==> src/design/ptq_pkg.sv <==
// Shared types, field widths and codes of the periodic task timer queue.
package ptq_pkg;

    // Pool size default and the limit on fired tasks per poll.
    localparam int MAX_TASKS_DEF = 16;
    localparam int MAX_RESULTS   = 16;
    localparam int RES_CNT_W     = $clog2(MAX_RESULTS + 1);

    // Field widths of the command and result beats and of the tick counter.
    localparam int CMD_W    = 2;
    localparam int ID_W     = 8;
    localparam int DELAY_W  = 16;
    localparam int PERIOD_W = 16;
    localparam int KIND_W   = 2;
    localparam int TICK_W   = 64;

    // Command codes.
    typedef enum logic [CMD_W-1:0] {
        CMD_ADD  = 2'd0,
        CMD_DEL  = 2'd1,
        CMD_TICK = 2'd2,
        CMD_POLL = 2'd3
    } cmd_t;

    // Result kinds.
    typedef enum logic [KIND_W-1:0] {
        KIND_ACK   = 2'd0,
        KIND_FIRED = 2'd1,
        KIND_EMPTY = 2'd2
    } kind_t;

    // Result status codes.
    localparam logic STAT_OK   = 1'b0;
    localparam logic STAT_FAIL = 1'b1;

    // Operations on the due-order line.
    typedef enum logic [1:0] {
        ORD_HOLD   = 2'd0,
        ORD_INSERT = 2'd1,
        ORD_POP    = 2'd2,
        ORD_ROTATE = 2'd3
    } ord_op_t;

endpackage

==> src/design/ptq_if.sv <==
// Valid/ready channel interfaces for command beats and result beats.
interface ptq_in_if;
    import ptq_pkg::*;

    logic                valid;
    logic                ready;
    logic [CMD_W-1:0]    cmd;
    logic [ID_W-1:0]     task_id;
    logic [DELAY_W-1:0]  first_delay;
    logic [PERIOD_W-1:0] repeat_period;

    modport source (output valid, cmd, task_id, first_delay, repeat_period, input ready);
    modport sink (input valid, cmd, task_id, first_delay, repeat_period, output ready);
endinterface

interface ptq_out_if;
    import ptq_pkg::*;

    logic              valid;
    logic              ready;
    logic [KIND_W-1:0] kind;
    logic              status;
    logic [ID_W-1:0]   fired_id;
    logic              last;

    modport source (output valid, kind, status, fired_id, last, input ready);
    modport sink (input valid, kind, status, fired_id, last, output ready);
endinterface

==> src/design/ptq_slot_mem.sv <==
// Slot memory holding the due time and period of every task slot.
module ptq_slot_mem #(
    parameter int MAX_TASKS = ptq_pkg::MAX_TASKS_DEF,
    parameter int SW        = (MAX_TASKS > 1) ? $clog2(MAX_TASKS) : 1
) (
    input  logic                          clk,
    input  logic                          wr_en,
    input  logic                          wr_per_en,
    input  logic [SW-1:0]                 wr_addr,
    input  logic [ptq_pkg::TICK_W-1:0]    wr_due,
    input  logic [ptq_pkg::PERIOD_W-1:0]  wr_per,
    input  logic [SW-1:0]                 rd_addr,
    output logic [ptq_pkg::TICK_W-1:0]    rd_due,
    output logic [ptq_pkg::PERIOD_W-1:0]  rd_per
);
    import ptq_pkg::*;

    logic [TICK_W-1:0]   due_mem [MAX_TASKS];
    logic [PERIOD_W-1:0] per_mem [MAX_TASKS];

    // Write port: the due time and, for a new task, its period.
    always_ff @(posedge clk)
    begin
        if (wr_en)
        begin
            due_mem[wr_addr] <= wr_due;
        end
        if (wr_per_en)
        begin
            per_mem[wr_addr] <= wr_per;
        end
    end

    // Registered read port.
    always_ff @(posedge clk)
    begin
        rd_due <= due_mem[rd_addr];
        rd_per <= per_mem[rd_addr];
    end

endmodule

==> src/design/ptq_order.sv <==
// Due-order line: slot indices and ids kept earliest due first.
module ptq_order #(
    parameter int MAX_TASKS = ptq_pkg::MAX_TASKS_DEF,
    parameter int SW        = (MAX_TASKS > 1) ? $clog2(MAX_TASKS) : 1,
    parameter int CW        = $clog2(MAX_TASKS + 1)
) (
    input  logic                     clk,
    input  logic                     rst_n,
    input  ptq_pkg::ord_op_t         op,
    input  logic [CW-1:0]            pos,
    input  logic [SW-1:0]            new_slot,
    input  logic [ptq_pkg::ID_W-1:0] new_id,
    output logic [SW-1:0]            head_slot,
    output logic [ptq_pkg::ID_W-1:0] head_id,
    output logic [CW-1:0]            count
);
    import ptq_pkg::*;

    logic [SW-1:0]   slot_q [MAX_TASKS];
    logic [ID_W-1:0] id_q   [MAX_TASKS];
    logic [SW-1:0]   up_slot [MAX_TASKS];
    logic [ID_W-1:0] up_id   [MAX_TASKS];
    logic [SW-1:0]   dn_slot [MAX_TASKS];
    logic [ID_W-1:0] dn_id   [MAX_TASKS];
    logic [CW-1:0]   count_reg;
    logic [CW-1:0]   count_next;
    logic [CW-1:0]   tail_idx;

    assign head_slot = slot_q[0];
    assign head_id   = id_q[0];
    assign count     = count_reg;
    assign tail_idx  = count_reg - 1'b1;

    // Neighbor taps of each entry.
    for (genvar g = 0; g < MAX_TASKS; g++)
    begin : g_tap
        if (g < MAX_TASKS - 1)
        begin : g_up
            assign up_slot[g] = slot_q[g+1];
            assign up_id[g]   = id_q[g+1];
        end
        else
        begin : g_up_end
            assign up_slot[g] = slot_q[g];
            assign up_id[g]   = id_q[g];
        end
        if (g > 0)
        begin : g_dn
            assign dn_slot[g] = slot_q[g-1];
            assign dn_id[g]   = id_q[g-1];
        end
        else
        begin : g_dn_end
            assign dn_slot[g] = slot_q[g];
            assign dn_id[g]   = id_q[g];
        end
    end

    // Each entry picks itself, a neighbor, the head or the new entry.
    for (genvar g = 0; g < MAX_TASKS; g++)
    begin : g_ent
        always_ff @(posedge clk)
        begin
            case (op)
                ORD_INSERT:
                begin
                    if (CW'(g) == pos)
                    begin
                        slot_q[g] <= new_slot;
                        id_q[g]   <= new_id;
                    end
                    else if (CW'(g) > pos)
                    begin
                        slot_q[g] <= dn_slot[g];
                        id_q[g]   <= dn_id[g];
                    end
                end
                ORD_POP:
                begin
                    slot_q[g] <= up_slot[g];
                    id_q[g]   <= up_id[g];
                end
                ORD_ROTATE:
                begin
                    if (CW'(g) == tail_idx)
                    begin
                        slot_q[g] <= slot_q[0];
                        id_q[g]   <= id_q[0];
                    end
                    else if (CW'(g) < tail_idx)
                    begin
                        slot_q[g] <= up_slot[g];
                        id_q[g]   <= up_id[g];
                    end
                end
                default:
                begin
                end
            endcase
        end
    end

    // Live entry count.
    always_comb
    begin
        case (op)
            ORD_INSERT: count_next = count_reg + 1'b1;
            ORD_POP:    count_next = count_reg - 1'b1;
            default:    count_next = count_reg;
        endcase
    end

    always_ff @(posedge clk or negedge rst_n)
    begin
        if (!rst_n)
        begin
            count_reg <= '0;
        end
        else
        begin
            count_reg <= count_next;
        end
    end

endmodule

==> src/design/ptq_alu.sv <==
// Shared arithmetic unit: tick counter adder and unsigned due-time compare.
module ptq_alu (
    input  logic [ptq_pkg::TICK_W-1:0]   tick,
    input  logic [ptq_pkg::PERIOD_W-1:0] addend,
    input  logic [ptq_pkg::TICK_W-1:0]   cmp_a,
    input  logic [ptq_pkg::TICK_W-1:0]   cmp_b,
    output logic [ptq_pkg::TICK_W-1:0]   sum,
    output logic                         a_le_b
);
    import ptq_pkg::*;

    // Counter plus a 16-bit offset, wrapping modulo 2^64.
    assign sum = tick + TICK_W'(addend);

    // Plain unsigned compare of two due times.
    assign a_le_b = (cmp_a <= cmp_b);

endmodule

==> src/design/periodic_task_timer_queue.sv <==
// Top level of the periodic task timer queue: command sequencer and result register.
//
// The in_ch channel takes command beats (add, delete, tick, poll); the out_ch
// channel gives result beats, the final one of each command marked by last.
// A command is taken only while the sequencer is idle; the block works on one
// command at a time. Add, unless the pool is full, scans all slots through the
// slot memory read port and the shared compare unit before it answers. Delete
// walks the due order once. Poll checks the head of the due order, emits each
// fired task, re-arms each periodic task that fires with another scan of all
// slots, and emits at most MAX_RESULTS tasks.
// Results leave through an output register, so the sequencer runs on while
// one result waits; it stalls only when it needs that register again and the
// receiver has not taken the waiting beat. Reset clears the tick counter, the
// slot used bits and the due order; slot contents are not cleared.
module periodic_task_timer_queue #(
    parameter int MAX_TASKS = ptq_pkg::MAX_TASKS_DEF
) (
    input  logic      clk,
    input  logic      rst_n,
    ptq_in_if.sink    in_ch,
    ptq_out_if.source out_ch
);
    import ptq_pkg::*;

    localparam int SW = (MAX_TASKS > 1) ? $clog2(MAX_TASKS) : 1;
    localparam int CW = $clog2(MAX_TASKS + 1);

    typedef enum logic [8:0] {
        ST_IDLE  = 9'b000000001,
        ST_SCAN  = 9'b000000010,
        ST_INS   = 9'b000000100,
        ST_RESP  = 9'b000001000,
        ST_DEL   = 9'b000010000,
        ST_PHEAD = 9'b000100000,
        ST_PCHK  = 9'b001000000,
        ST_PEMIT = 9'b010000000,
        ST_PDONE = 9'b100000000
    } state_t;

    state_t              state_reg, state_next;
    logic [TICK_W-1:0]   tick_reg, tick_next;
    logic [MAX_TASKS-1:0] used_reg, used_next;
    logic [ID_W-1:0]     id_reg, id_next;
    logic [PERIOD_W-1:0] per_reg, per_next;
    logic [TICK_W-1:0]   new_due_reg, new_due_next;
    logic [CW-1:0]       pos_reg, pos_next;
    logic [CW-1:0]       cnt_reg, cnt_next;
    logic [SW-1:0]       free_slot_reg, free_slot_next;
    logic                free_found_reg, free_found_next;
    logic                is_add_reg, is_add_next;
    logic                sv_reg, sv_next;
    logic [SW-1:0]       sidx_reg, sidx_next;
    logic                found_reg, found_next;
    logic                resp_status_reg, resp_status_next;
    logic [SW-1:0]       cur_slot_reg, cur_slot_next;
    logic [ID_W-1:0]     cur_id_reg, cur_id_next;
    logic [PERIOD_W-1:0] cur_per_reg, cur_per_next;
    logic                pend_valid_reg, pend_valid_next;
    logic [ID_W-1:0]     pend_id_reg, pend_id_next;
    logic [RES_CNT_W-1:0] nres_reg, nres_next;
    logic                out_valid_reg, out_valid_next;
    kind_t               out_kind_reg, out_kind_next;
    logic                out_status_reg, out_status_next;
    logic [ID_W-1:0]     out_id_reg, out_id_next;
    logic                out_last_reg, out_last_next;

    ord_op_t             ord_op;
    logic [SW-1:0]       ord_slot;
    logic [ID_W-1:0]     ord_id;
    logic [SW-1:0]       head_slot;
    logic [ID_W-1:0]     head_id;
    logic [CW-1:0]       ord_count;

    logic                mem_we, mem_per_we;
    logic [SW-1:0]       mem_waddr, mem_raddr;
    logic [TICK_W-1:0]   rd_due;
    logic [PERIOD_W-1:0] rd_per;

    logic [PERIOD_W-1:0] alu_addend;
    logic [TICK_W-1:0]   alu_cmp_b;
    logic [TICK_W-1:0]   alu_sum;
    logic                alu_le;

    logic                accept;
    logic                can_load;
    logic [SW-1:0]       ins_slot;

    ptq_order #(
        .MAX_TASKS (MAX_TASKS),
        .SW        (SW),
        .CW        (CW)
    ) u_order (
        .clk       (clk),
        .rst_n     (rst_n),
        .op        (ord_op),
        .pos       (pos_reg),
        .new_slot  (ord_slot),
        .new_id    (ord_id),
        .head_slot (head_slot),
        .head_id   (head_id),
        .count     (ord_count)
    );

    ptq_slot_mem #(
        .MAX_TASKS (MAX_TASKS),
        .SW        (SW)
    ) u_mem (
        .clk       (clk),
        .wr_en     (mem_we),
        .wr_per_en (mem_per_we),
        .wr_addr   (mem_waddr),
        .wr_due    (new_due_reg),
        .wr_per    (per_reg),
        .rd_addr   (mem_raddr),
        .rd_due    (rd_due),
        .rd_per    (rd_per)
    );

    ptq_alu u_alu (
        .tick   (tick_reg),
        .addend (alu_addend),
        .cmp_a  (rd_due),
        .cmp_b  (alu_cmp_b),
        .sum    (alu_sum),
        .a_le_b (alu_le)
    );

    // Channel handshakes.
    assign in_ch.ready     = (state_reg == ST_IDLE);
    assign accept          = in_ch.valid && in_ch.ready;
    assign can_load        = !out_valid_reg || out_ch.ready;
    assign out_ch.valid    = out_valid_reg;
    assign out_ch.kind     = out_kind_reg;
    assign out_ch.status   = out_status_reg;
    assign out_ch.fired_id = out_id_reg;
    assign out_ch.last     = out_last_reg;

    // Operand selection for the shared unit.
    always_comb
    begin
        if (state_reg == ST_IDLE && in_ch.cmd == CMD_TICK)
        begin
            alu_addend = PERIOD_W'(1);
        end
        else if (state_reg == ST_IDLE)
        begin
            alu_addend = in_ch.first_delay;
        end
        else
        begin
            alu_addend = cur_per_reg;
        end
        alu_cmp_b = (state_reg == ST_PCHK) ? tick_reg : new_due_reg;
    end

    assign ins_slot  = is_add_reg ? free_slot_reg : cur_slot_reg;
    assign ord_slot  = ins_slot;
    assign ord_id    = is_add_reg ? id_reg : cur_id_reg;
    assign mem_waddr = ins_slot;

    // Sequencer.
    always_comb
    begin
        state_next       = state_reg;
        tick_next        = tick_reg;
        used_next        = used_reg;
        id_next          = id_reg;
        per_next         = per_reg;
        new_due_next     = new_due_reg;
        pos_next         = pos_reg;
        cnt_next         = cnt_reg;
        free_slot_next   = free_slot_reg;
        free_found_next  = free_found_reg;
        is_add_next      = is_add_reg;
        sv_next          = 1'b0;
        sidx_next        = sidx_reg;
        found_next       = found_reg;
        resp_status_next = resp_status_reg;
        cur_slot_next    = cur_slot_reg;
        cur_id_next      = cur_id_reg;
        cur_per_next     = cur_per_reg;
        pend_valid_next  = pend_valid_reg;
        pend_id_next     = pend_id_reg;
        nres_next        = nres_reg;
        out_valid_next   = out_valid_reg && !out_ch.ready;
        out_kind_next    = out_kind_reg;
        out_status_next  = out_status_reg;
        out_id_next      = out_id_reg;
        out_last_next    = out_last_reg;
        ord_op           = ORD_HOLD;
        mem_we           = 1'b0;
        mem_per_we       = 1'b0;
        mem_raddr        = cnt_reg[SW-1:0];

        unique case (state_reg)
            ST_IDLE:
            begin
                if (accept)
                begin
                    unique case (cmd_t'(in_ch.cmd))
                        CMD_ADD:
                        begin
                            if (ord_count == CW'(MAX_TASKS))
                            begin
                                resp_status_next = STAT_FAIL;
                                state_next       = ST_RESP;
                            end
                            else
                            begin
                                new_due_next    = alu_sum;
                                id_next         = in_ch.task_id;
                                per_next        = in_ch.repeat_period;
                                is_add_next     = 1'b1;
                                cnt_next        = '0;
                                pos_next        = '0;
                                free_found_next = 1'b0;
                                state_next      = ST_SCAN;
                            end
                        end
                        CMD_DEL:
                        begin
                            id_next    = in_ch.task_id;
                            cnt_next   = ord_count;
                            found_next = 1'b0;
                            state_next = ST_DEL;
                        end
                        CMD_TICK:
                        begin
                            tick_next        = alu_sum;
                            resp_status_next = STAT_OK;
                            state_next       = ST_RESP;
                        end
                        CMD_POLL:
                        begin
                            nres_next       = '0;
                            pend_valid_next = 1'b0;
                            state_next      = ST_PHEAD;
                        end
                    endcase
                end
            end

            // Walk all slots: count live entries due no later than the new
            // due time and note the lowest free slot.
            ST_SCAN:
            begin
                if (sv_reg)
                begin
                    if (used_reg[sidx_reg] && (is_add_reg || sidx_reg != cur_slot_reg)
                        && alu_le)
                    begin
                        pos_next = pos_reg + 1'b1;
                    end
                    if (!used_reg[sidx_reg] && !free_found_reg)
                    begin
                        free_slot_next  = sidx_reg;
                        free_found_next = 1'b1;
                    end
                end
                if (cnt_reg != CW'(MAX_TASKS))
                begin
                    mem_raddr = cnt_reg[SW-1:0];
                    sidx_next = cnt_reg[SW-1:0];
                    sv_next   = 1'b1;
                    cnt_next  = cnt_reg + 1'b1;
                end
                else if (!sv_reg)
                begin
                    state_next = ST_INS;
                end
            end

            // Place the entry in due order and store its due time and, for a new task, its period.
            ST_INS:
            begin
                ord_op               = ORD_INSERT;
                mem_we               = 1'b1;
                mem_per_we           = is_add_reg;
                used_next[ins_slot]  = 1'b1;
                if (is_add_reg)
                begin
                    resp_status_next = STAT_OK;
                    state_next       = ST_RESP;
                end
                else
                begin
                    state_next = ST_PHEAD;
                end
            end

            ST_RESP:
            begin
                if (can_load)
                begin
                    out_valid_next  = 1'b1;
                    out_kind_next   = KIND_ACK;
                    out_status_next = resp_status_reg;
                    out_id_next     = '0;
                    out_last_next   = 1'b1;
                    state_next      = ST_IDLE;
                end
            end

            // One full turn of the order line; the first match is dropped.
            ST_DEL:
            begin
                if (cnt_reg == '0)
                begin
                    resp_status_next = found_reg ? STAT_OK : STAT_FAIL;
                    state_next       = ST_RESP;
                end
                else
                begin
                    cnt_next = cnt_reg - 1'b1;
                    if (!found_reg && head_id == id_reg)
                    begin
                        ord_op               = ORD_POP;
                        used_next[head_slot] = 1'b0;
                        found_next           = 1'b1;
                    end
                    else
                    begin
                        ord_op = ORD_ROTATE;
                    end
                end
            end

            ST_PHEAD:
            begin
                if (ord_count == '0 || nres_reg == RES_CNT_W'(MAX_RESULTS))
                begin
                    state_next = ST_PDONE;
                end
                else
                begin
                    mem_raddr  = head_slot;
                    state_next = ST_PCHK;
                end
            end

            // The head fires when its due time is not after the counter.
            ST_PCHK:
            begin
                if (!alu_le)
                begin
                    state_next = ST_PDONE;
                end
                else
                begin
                    cur_slot_next = head_slot;
                    cur_id_next   = head_id;
                    cur_per_next  = rd_per;
                    ord_op        = ORD_POP;
                    nres_next     = nres_reg + 1'b1;
                    state_next    = ST_PEMIT;
                end
            end

            // Send the previous fired task, then re-arm or free this one.
            ST_PEMIT:
            begin
                if (!pend_valid_reg || can_load)
                begin
                    if (pend_valid_reg)
                    begin
                        out_valid_next  = 1'b1;
                        out_kind_next   = KIND_FIRED;
                        out_status_next = STAT_OK;
                        out_id_next     = pend_id_reg;
                        out_last_next   = 1'b0;
                    end
                    pend_valid_next = 1'b1;
                    pend_id_next    = cur_id_reg;
                    if (cur_per_reg != '0)
                    begin
                        new_due_next = alu_sum;
                        is_add_next  = 1'b0;
                        cnt_next     = '0;
                        pos_next     = '0;
                        state_next   = ST_SCAN;
                    end
                    else
                    begin
                        used_next[cur_slot_reg] = 1'b0;
                        state_next              = ST_PHEAD;
                    end
                end
            end

            ST_PDONE:
            begin
                if (can_load)
                begin
                    out_valid_next  = 1'b1;
                    out_kind_next   = pend_valid_reg ? KIND_FIRED : KIND_EMPTY;
                    out_status_next = STAT_OK;
                    out_id_next     = pend_valid_reg ? pend_id_reg : '0;
                    out_last_next   = 1'b1;
                    pend_valid_next = 1'b0;
                    state_next      = ST_IDLE;
                end
            end
        endcase
    end

    always_ff @(posedge clk or negedge rst_n)
    begin
        if (!rst_n)
        begin
            state_reg       <= ST_IDLE;
            tick_reg        <= '0;
            used_reg        <= '0;
            id_reg          <= '0;
            per_reg         <= '0;
            new_due_reg     <= '0;
            pos_reg         <= '0;
            cnt_reg         <= '0;
            free_slot_reg   <= '0;
            free_found_reg  <= 1'b0;
            is_add_reg      <= 1'b0;
            sv_reg          <= 1'b0;
            sidx_reg        <= '0;
            found_reg       <= 1'b0;
            resp_status_reg <= STAT_OK;
            cur_slot_reg    <= '0;
            cur_id_reg      <= '0;
            cur_per_reg     <= '0;
            pend_valid_reg  <= 1'b0;
            pend_id_reg     <= '0;
            nres_reg        <= '0;
            out_valid_reg   <= 1'b0;
            out_kind_reg    <= KIND_ACK;
            out_status_reg  <= STAT_OK;
            out_id_reg      <= '0;
            out_last_reg    <= 1'b0;
        end
        else
        begin
            state_reg       <= state_next;
            tick_reg        <= tick_next;
            used_reg        <= used_next;
            id_reg          <= id_next;
            per_reg         <= per_next;
            new_due_reg     <= new_due_next;
            pos_reg         <= pos_next;
            cnt_reg         <= cnt_next;
            free_slot_reg   <= free_slot_next;
            free_found_reg  <= free_found_next;
            is_add_reg      <= is_add_next;
            sv_reg          <= sv_next;
            sidx_reg        <= sidx_next;
            found_reg       <= found_next;
            resp_status_reg <= resp_status_next;
            cur_slot_reg    <= cur_slot_next;
            cur_id_reg      <= cur_id_next;
            cur_per_reg     <= cur_per_next;
            pend_valid_reg  <= pend_valid_next;
            pend_id_reg     <= pend_id_next;
            nres_reg        <= nres_next;
            out_valid_reg   <= out_valid_next;
            out_kind_reg    <= out_kind_next;
            out_status_reg  <= out_status_next;
            out_id_reg      <= out_id_next;
            out_last_reg    <= out_last_next;
        end
    end

    // Between commands the number of used slots equals the due order's entry count.
    a_used_matches_order: assert property (@(posedge clk) disable iff (!rst_n)
        (state_reg == ST_IDLE) |-> ($countones(used_reg) == int'(ord_count)))
        else $error("used slots and due order disagree");

    // An insert never happens into a full order line.
    a_insert_has_room: assert property (@(posedge clk) disable iff (!rst_n)
        (state_reg == ST_INS) |-> (ord_count < CW'(MAX_TASKS)))
        else $error("insert into full due order");

    // A tick command advances the counter by exactly one.
    a_tick_step: assert property (@(posedge clk) disable iff (!rst_n)
        (accept && in_ch.cmd == CMD_TICK) |=> (tick_reg == $past(tick_reg) + 1'b1))
        else $error("tick counter did not advance by one");

endmodule

==> src/flat_wrapper.sv <==
// flat-port wrapper written by rule: the top's interface ports become plain ports
module periodic_task_timer_queue_flat import ptq_pkg::*;
#(
    parameter int MAX_TASKS = ptq_pkg::MAX_TASKS_DEF
)
  (clk, rst_n, in_ch_valid, in_ch_cmd, in_ch_task_id, in_ch_first_delay, in_ch_repeat_period, in_ch_ready, out_ch_valid, out_ch_kind, out_ch_status, out_ch_fired_id, out_ch_last, out_ch_ready);
  ptq_in_if in_ch_i ();
  ptq_out_if out_ch_i ();
  input  logic clk;
  input  logic rst_n;
  input wire logic [$bits(in_ch_i.valid)-1:0] in_ch_valid;
  input wire logic [$bits(in_ch_i.cmd)-1:0] in_ch_cmd;
  input wire logic [$bits(in_ch_i.task_id)-1:0] in_ch_task_id;
  input wire logic [$bits(in_ch_i.first_delay)-1:0] in_ch_first_delay;
  input wire logic [$bits(in_ch_i.repeat_period)-1:0] in_ch_repeat_period;
  output wire logic [$bits(in_ch_i.ready)-1:0] in_ch_ready;
  output wire logic [$bits(out_ch_i.valid)-1:0] out_ch_valid;
  output wire logic [$bits(out_ch_i.kind)-1:0] out_ch_kind;
  output wire logic [$bits(out_ch_i.status)-1:0] out_ch_status;
  output wire logic [$bits(out_ch_i.fired_id)-1:0] out_ch_fired_id;
  output wire logic [$bits(out_ch_i.last)-1:0] out_ch_last;
  input wire logic [$bits(out_ch_i.ready)-1:0] out_ch_ready;
  assign in_ch_i.valid = in_ch_valid;
  assign in_ch_i.cmd = in_ch_cmd;
  assign in_ch_i.task_id = in_ch_task_id;
  assign in_ch_i.first_delay = in_ch_first_delay;
  assign in_ch_i.repeat_period = in_ch_repeat_period;
  assign in_ch_ready = in_ch_i.ready;
  assign out_ch_valid = out_ch_i.valid;
  assign out_ch_kind = out_ch_i.kind;
  assign out_ch_status = out_ch_i.status;
  assign out_ch_fired_id = out_ch_i.fired_id;
  assign out_ch_last = out_ch_i.last;
  assign out_ch_i.ready = out_ch_ready;
  periodic_task_timer_queue #(.MAX_TASKS(MAX_TASKS)) u_core (.clk(clk), .rst_n(rst_n), .in_ch(in_ch_i), .out_ch(out_ch_i));
endmodule
==> config.mk <==
export PLATFORM = sky130hd
export DESIGN_NAME = periodic_task_timer_queue_flat
export DESIGN_NICKNAME = d
export VERILOG_FILES = /design/src/design/ptq_pkg.sv /design/src/design/ptq_if.sv /design/src/design/ptq_slot_mem.sv /design/src/design/ptq_order.sv /design/src/design/ptq_alu.sv /design/src/design/periodic_task_timer_queue.sv /design/src/flat_wrapper.sv
export SDC_FILE = /design/constraint.sdc
export NUM_CORES = 2
export LEC_CHECK = 0
export BUFFER_PORTS_ARGS = -buffer_cell sky130_fd_sc_hd__buf_2
export CAP_MARGIN = 20
export CORE_UTILIZATION = 45
export CTS_CLUSTER_DIAMETER = 120
export DETAILED_ROUTE_END_ITERATION = 10
export PLACE_DENSITY = 0.66
export RECOVER_POWER = 50
export SYNTH_ARGS = -nofsm -noshare
export SYNTH_HDL_FRONTEND = slang
export SYNTH_HIERARCHICAL = 1
export SYNTH_SLANG_ARGS = --single-unit
export TNS_END_PERCENT = 30
==> constraint.sdc <==
create_clock -name clk -period 8.7 [get_ports clk]
set_input_delay 1.305 -clock clk [delete_from_list [all_inputs] [get_ports clk]]
set_output_delay 1.305 -clock clk [all_outputs]
set_load 0.05 [all_outputs]
# == After elaboration in Yosys (flattened, before gate mapping) ==
# Memories as Yosys holds them, arrays and structs flattened. A register that Yosys moved wholly into a read port is not among the register bits.
# Index checks and enable logic that the tools add are counted.
# word_totals
regBits,260
mem_bits_rw,1472
inputBits,46
out_inout_bits,14
elab_cells,825
n_memories,4
# classes
n_addsub,7
magnitude_cmp,40
n_eq_ne,78
mux,476
n_bitwise,134
reduce_logical,59
# memory_table
memory,words,word_bits,read_ports,rd_clocked_by_memory_dff,wr,line_no,text
u_core.u_mem.due_mem,16,64,1,1,1,ptq_slot_mem.sv:18,logic [TICK_W-1:0] due_mem [MAX_TASKS];
u_core.u_mem.per_mem,16,16,1,1,1,ptq_slot_mem.sv:19,logic [PERIOD_W-1:0] per_mem [MAX_TASKS];
u_core.u_order.id_q,16,8,16,0,16,ptq_order.sv:20,logic [ID_W-1:0] id_q [MAX_TASKS];
u_core.u_order.slot_q,16,4,16,0,16,ptq_order.sv:19,logic [SW-1:0] slot_q [MAX_TASKS];
# op_table
cell,n
two-way mux 8 bit,71
two-way mux 64 bit,6
two-way mux 4 bit,68
two-way mux 1 bit,269
OR 1 bit,128
one-hot mux 64 bit (2 select lines),1
two-way mux 16 bit,6
equality test 4 x 5 -> 1 bit (first input constant),16
two-way mux 9 bit,8
one-hot mux 9 bit (8 select lines),1
two-way mux 5 bit,13
adder 64 x 16 -> 64 bit,1
<= comparator 64 bit,1
one-hot mux 16 bit (3 select lines),1
equality test 3 x 5 -> 1 bit (first input constant),8
greater-than comparator 4 x 5 -> 1 bit (first input constant),8
< comparator 4 x 5 -> 1 bit (first input constant),8
one-hot mux 9 bit (4 select lines),1
AND 16 bit,2
inverter 16 bit,2
one-hot mux 5 bit (2 select lines),3
inequality test 2 x 1 -> 1 bit (second input constant),14
one-hot mux 8 bit (3 select lines),1
AND reduction 6 bit,4
56 further kinds,153

# == Depth between registers and ports, before layout ==
# An unclocked memory read counts as a cell.
# depth
depth_word,13
ltp_mapped,29
mapped_depth_nobuf,22

# == By module ==
# The synthesis kept the hierarchy.
# by_module_without_submodules
mod,instances,cells_each,area_per_inst_um2,seq_area_each_um2
ptq_slot_mem,1,2079,49538.8,40038.4
ptq_order,1,1286,14032.2,5890.6
periodic_task_timer_queue,1,1060,12598.3,6382.4
ptq_alu,1,487,3409.5,0.0

# == Least setup slack after synthesis ==
# OpenSTA, ideal clock, no wires.
# synth_timing
kind,reg2reg
startpoint,register u_core.state_reg[0]
endpoint,memory u_core.u_order.id_q[0][0] (enable)
setup_ns,0.399
arrival_ns,6.029
required_ns,8.301
slack_ns,2.272
path_stages_with_launch,28
n_path_buf,8
period_less_slack_ns,6.428
path_cell_list,dfstp_2 > buf_4 > nor3_1 > and3_1 > clkbuf_1 > nand2_1 > buf_2 > buf_2 > mux2_2 > inv_1 > ha_1 > a21o_1 > a21o_1 > a21o_1 > a221o_1 > nand2_1 > o2111ai_1 > o21ai_0 > nand3_1 > clkbuf_1 > o21ai_0 > ha_1 > clkbuf_1 > buf_2 > o311ai_4 > nand2_1 > clkbuf_1 > a21boi_0
# synth_rtl
element,line_no,text
from (decl),periodic_task_timer_queue.sv:40,"state_t state_reg, state_next;"
from (signal assigned),periodic_task_timer_queue.sv:439,state_reg <= state_next;
to (decl),ptq_order.sv:20,

==> summary.md <==
| Metric | Value |
|---|---|
| Outcome | `finished with violations` |
| TritonCTS clock tree | `built` |
| I/O Pins | `60` |
| Worst slew pin tran | `around 4.5 ns` |
| Vias in the first global route | `roughly 45000` |
| Setup violations, final | `0` |
| Worst skew pair latency | `between 0.8 and 0.9 ns` |
| Unrepaired setup endpoints after global routing | `no` |
| CP Data Arrival Time | `between 8 and 9 ns` |
| Filler cell count in the final layout | `between 10000 and 15000` |
| Leak Pwr | `between 30 and 40 nW` |
| Tot GR Track Use | `between 20% and 30%` |
| Number of synthesized flops with an enable pin | `1472` |
| Max FFs per register | `slightly above 1000` |
| Die H | `between 400 and 500 um` |
| Port bufs | `59` |
| Placed cells | `about 7000` |
| Post-DRT Antenna Nets | `0` |
| Sequential area share after synthesis | `about two thirds` |
| Slew HR | `-198%` |
| Cell Pwr Density | `329 mW/mm^2` |
| H-tree Lvls | `4` |
| Inserted Diodes | `0` |
| Largest net degree at the start of global routing | `~140` |
| Ys async rst share | `between 10% and 20%` |
| Die area | `roughly 0.18 mm^2` |
| Top cells by count, synth | `1472 x edfxtp_1, 324 x mux4_2, 308 x nand2_1` |
| Violated checks | `max-capacitance violations, max-slew violations` |
| Antenna violations before repair | `5` |
| Synthesized area per cell | `about 16 um^2` |
| Count of final hold-check violations | `0` |
| Worst-path clk slew | `~0.06 ns` |
| Setup crit end kind | `flip-flop` |
| Per-cell routed wire length | `between 20 and 30 um` |
| Via density | `around 6.1` |
| Tcrit/Tclk final | `around nine tenths` |
| Number of stages on the worst hold path | `2` |
| CTS Buf Count | `182` |
| Crit-path max FO | `36` |
| VDD IR-drop max | `between 300 and 400 uV` |
| Final core utilization | `50.6%` |
| Most numerous cell in the Yosys netlist | `edfxtp_1` |
| Core area | `about 0.17 mm^2` |
| Yosys reg bits | `between 1500 and 2000` |
| Mapped Area | `between 0.07 and 0.08 mm^2` |
| Crit path kind | `reg2reg` |
| Final Wtd Congestion | `approximately 0.89` |
| Clock tree root driver cell | `clkbuf_16` |
| # hold bufs at CTS | `0` |
| Via Count | `around 45000` |
| # resized after CTS | `0` |
| Tmin final | `between 7 and 8 ns` |
| Reg2reg start | `u_core/state_reg[1]$_DFFE_PN0P_` |
| Global-route wire length before repair | `around 300000 um` |
| Hold Path Class | `reg2reg` |
| DR iter-0 viols | `about 4400` |
| Post-route DRC | `0` |
| Syn_nets | `around 5000` |
| Most used DFF post-synth | `edfxtp_1` |
| Fmax | `between 100 and 150 MHz` |
| Post-layout nets | `between 5000 and 6000` |
| Initial Utilization | `45.5%` |
| # Post-CTS Setup Buffers | `0` |
| Ys Warns | `6` |
| Worst R2R Setup Slack | `approximately 1 ns` |
| Register area | `roughly 0.052 mm^2` |
| Share of cells above drive strength 1 | `a little under a quarter` |
| TNS Setup | `0 ns` |
| Critical R2R Capture | `u_core/u_order/slot_q[0][9]$_DFFE_PP_` |
| Finished Layout Cells | `between 7000 and 8000` |
| DRT Pass-1 Iters | `6` |
| Crit start category | `flip-flop` |
| Num rows | `approximately 150` |
| Largest registers | `u_core/u_mem/due_mem (1024), u_core/u_mem/per_mem (256), u_core/u_order/id_q (128)` |
| Post-Route WL | `201000 um` |
| Hpwl dp | `118000 um` |
| Post-synth top area share | `around 56%` |
| Slew Viols, Final | `between 300 and 400` |
| Netlist cell types | `between 100 and 150` |
| Die X | `roughly 420 um` |
| Clock sinks | `approximately 1800` |
| Leading area contributor after synthesis | `edfxtp_1` |
| Global route overflow | `0` |
| Area contributors post-synth | `edfxtp_1 56%, mux4_2 9.2%, dfrtp_1 8.1%` |
| Max cap viols | `8` |
| Worst EP required | `slightly above 9 ns` |
| CTS max path bufs | `3` |
| Largest reg by FF count | `u_core/u_mem/due_mem` |
| Mapped Cells | `between 4000 and 5000` |
| Worst Hold End | `u_core/cur_per_reg[3]$_DFFE_PN0P_` |
| Hold Startpoint | `u_core/u_mem/rd_per[3]$_DFF_P_` |
| Synth-to-layout area growth | `11.1%` |
| Worst Skew | `around 0.04 ns` |
| Multi-input gate area in the final layout | `approximately 0.025 mm^2` |
| Worst reg-to-reg path cell count | `23` |
[final cells by class]
| type | instances | area share, % |
|---|---|---|
| Sequential cell | 1812 | 59.2 |
| Multi-Input combinational cell | 2653 | 28.5 |
| Clock buffer | 244 | 5.67 |
| Tap cell | 2325 | 3.29 |
| Timing Repair Buffer | 195 | 1.62 |
| Clock inverter | 98 | 1.26 |
| Inverter | 116 | 0.494 |
[worst max-delay path: stages (launching register included)]
cell and delay [ns]:
dfrtp_1 0.53, nor3_1 0.20, buf_4 0.20, and3_1 0.36
nand2_4 0.41, mux2_2 0.37, inv_1 0.05, ha_1 0.29
nand4_1 0.11, or3_1 0.43, nor3_1 0.36, nand3_1 0.33
nor2_1 0.23, o2bb2ai_1 0.13, o21ai_0 0.12, buf_4 0.21
nand3_1 0.09, o21ai_0 0.29, inv_1 0.13, ha_1 0.20
nor4b_4 0.92, nand2_1 0.79, o2111ai_1 0.33, buf_4 0.26
[cells in the final DEF, fill, tap and decap left out, types with 20 or more instances in the layout]
cell / synthesis / final
edfxtp_1: 1472 / 1472
mux4_2: 324 / 324
nand2_1: 308 / 308
dfrtp_1: 259 / 259
mux2_2: 233 / 233
clkbuf_16: 0 / 183
a22oi_1: 162 / 162
nor2_1: 185 / 157
mux2i_1: 151 / 151
inv_1: 114 / 115
a2bb2oi_1: 106 / 106
buf_4: 47 / 105
o21ai_0: 104 / 102
nand3_1: 95 / 97
ha_1: 94 / 93
a21oi_1: 87 / 88
dfxtp_1: 80 / 80
o22a_1: 72 / 72
clkbuf_1: 140 / 67
xnor2_1: 55 / 55
nand4_1: 48 / 49
o211ai_1: 47 / 47
buf_2: 85 / 45
o22ai_1: 43 / 43
a21o_1: 42 / 42
nor3_1: 40 / 41
mux2_4: 40 / 40
clkinv_2: 1 / 36
xor2_1: 36 / 36
mux2_1: 28 / 28
a22o_1: 22 / 22
nor2_2: 5 / 21
clkbuf_8: 0 / 20
clkinv_1: 0 / 20
o21a_1: 20 / 20
a2bb2oi_2: 20 / 20
[per-layer routing]
| layer | vias up | global-route usage (%) | share of wire [%] |
|---|---|---|---|
| met4 | 2 | 7.74 | 3.3 |
| met1 | 23700 | 30.6 | 41 |
| met5 | - | 0 | 0.0065 |
| met3 | 369 | 3.05 | 6.4 |
| li1 | 19600 | - | - |
| met2 | 1766 | 36.3 | 49 |
[stage by stage]
step	power [mW]	setup slack (ns)	hold slack (ns)	area (um^2)
2_1_floorplan	18.7	2.27	0.398	79600
3_3_place_gp	21.2	1.18	0.422	82300
3_5_place_dp	21.3	0.848	0.423	82300
4_1_cts	29.2	0.802	0.425	88500
5_1_grt	30.3	0.458	0.430	88400
6_report	29.1	0.983	0.418	88400
[where the power goes]
group,internal (mW),switching (mW),total (mW)
sequential,10.8,0.900,11.7
combinational,4.13,5.36,9.49
clock,4.53,3.39,7.92
[worst max path at each step]
stage / startpoint / to / slack [ns] / depth (start not counted)
after floorplan: u_core/state_reg[0]$_DFFE_PN1P_ / u_core/u_order/id_q[0][0]$_DFFE_PP_ / 2.27 / 27
after global placement: u_core/state_reg[1]$_DFFE_PN0P_ / u_core/u_order/id_q[1][34]$_DFFE_PP_ / 1.18 / 22
after detailed placement: u_core/state_reg[1]$_DFFE_PN0P_ / u_core/u_order/id_q[1][35]$_DFFE_PP_ / 0.85 / 22
after CTS: u_core/state_reg[1]$_DFFE_PN0P_ / u_core/u_order/id_q[1][34]$_DFFE_PP_ / 0.80 / 22
after global routing: u_core/state_reg[1]$_DFFE_PN0P_ / u_core/u_order/slot_q[0][9]$_DFFE_PP_ / 0.46 / 23
final: u_core/state_reg[1]$_DFFE_PN0P_ / u_core/u_order/slot_q[0][9]$_DFFE_PP_ / 0.98 / 23
[cell families after synthesis]
logic type      Yosys count  share of synthesized area [%]
mux                     778                           15.6
compound gates          843                           8.22
flops                  1812                           65.7
xor+xnor                 91                           1.00
buf+inv                 447                           2.78
fa+ha+maj                96                           1.53
simple gates            845                           5.19
(Power assumes the default switching activity.)
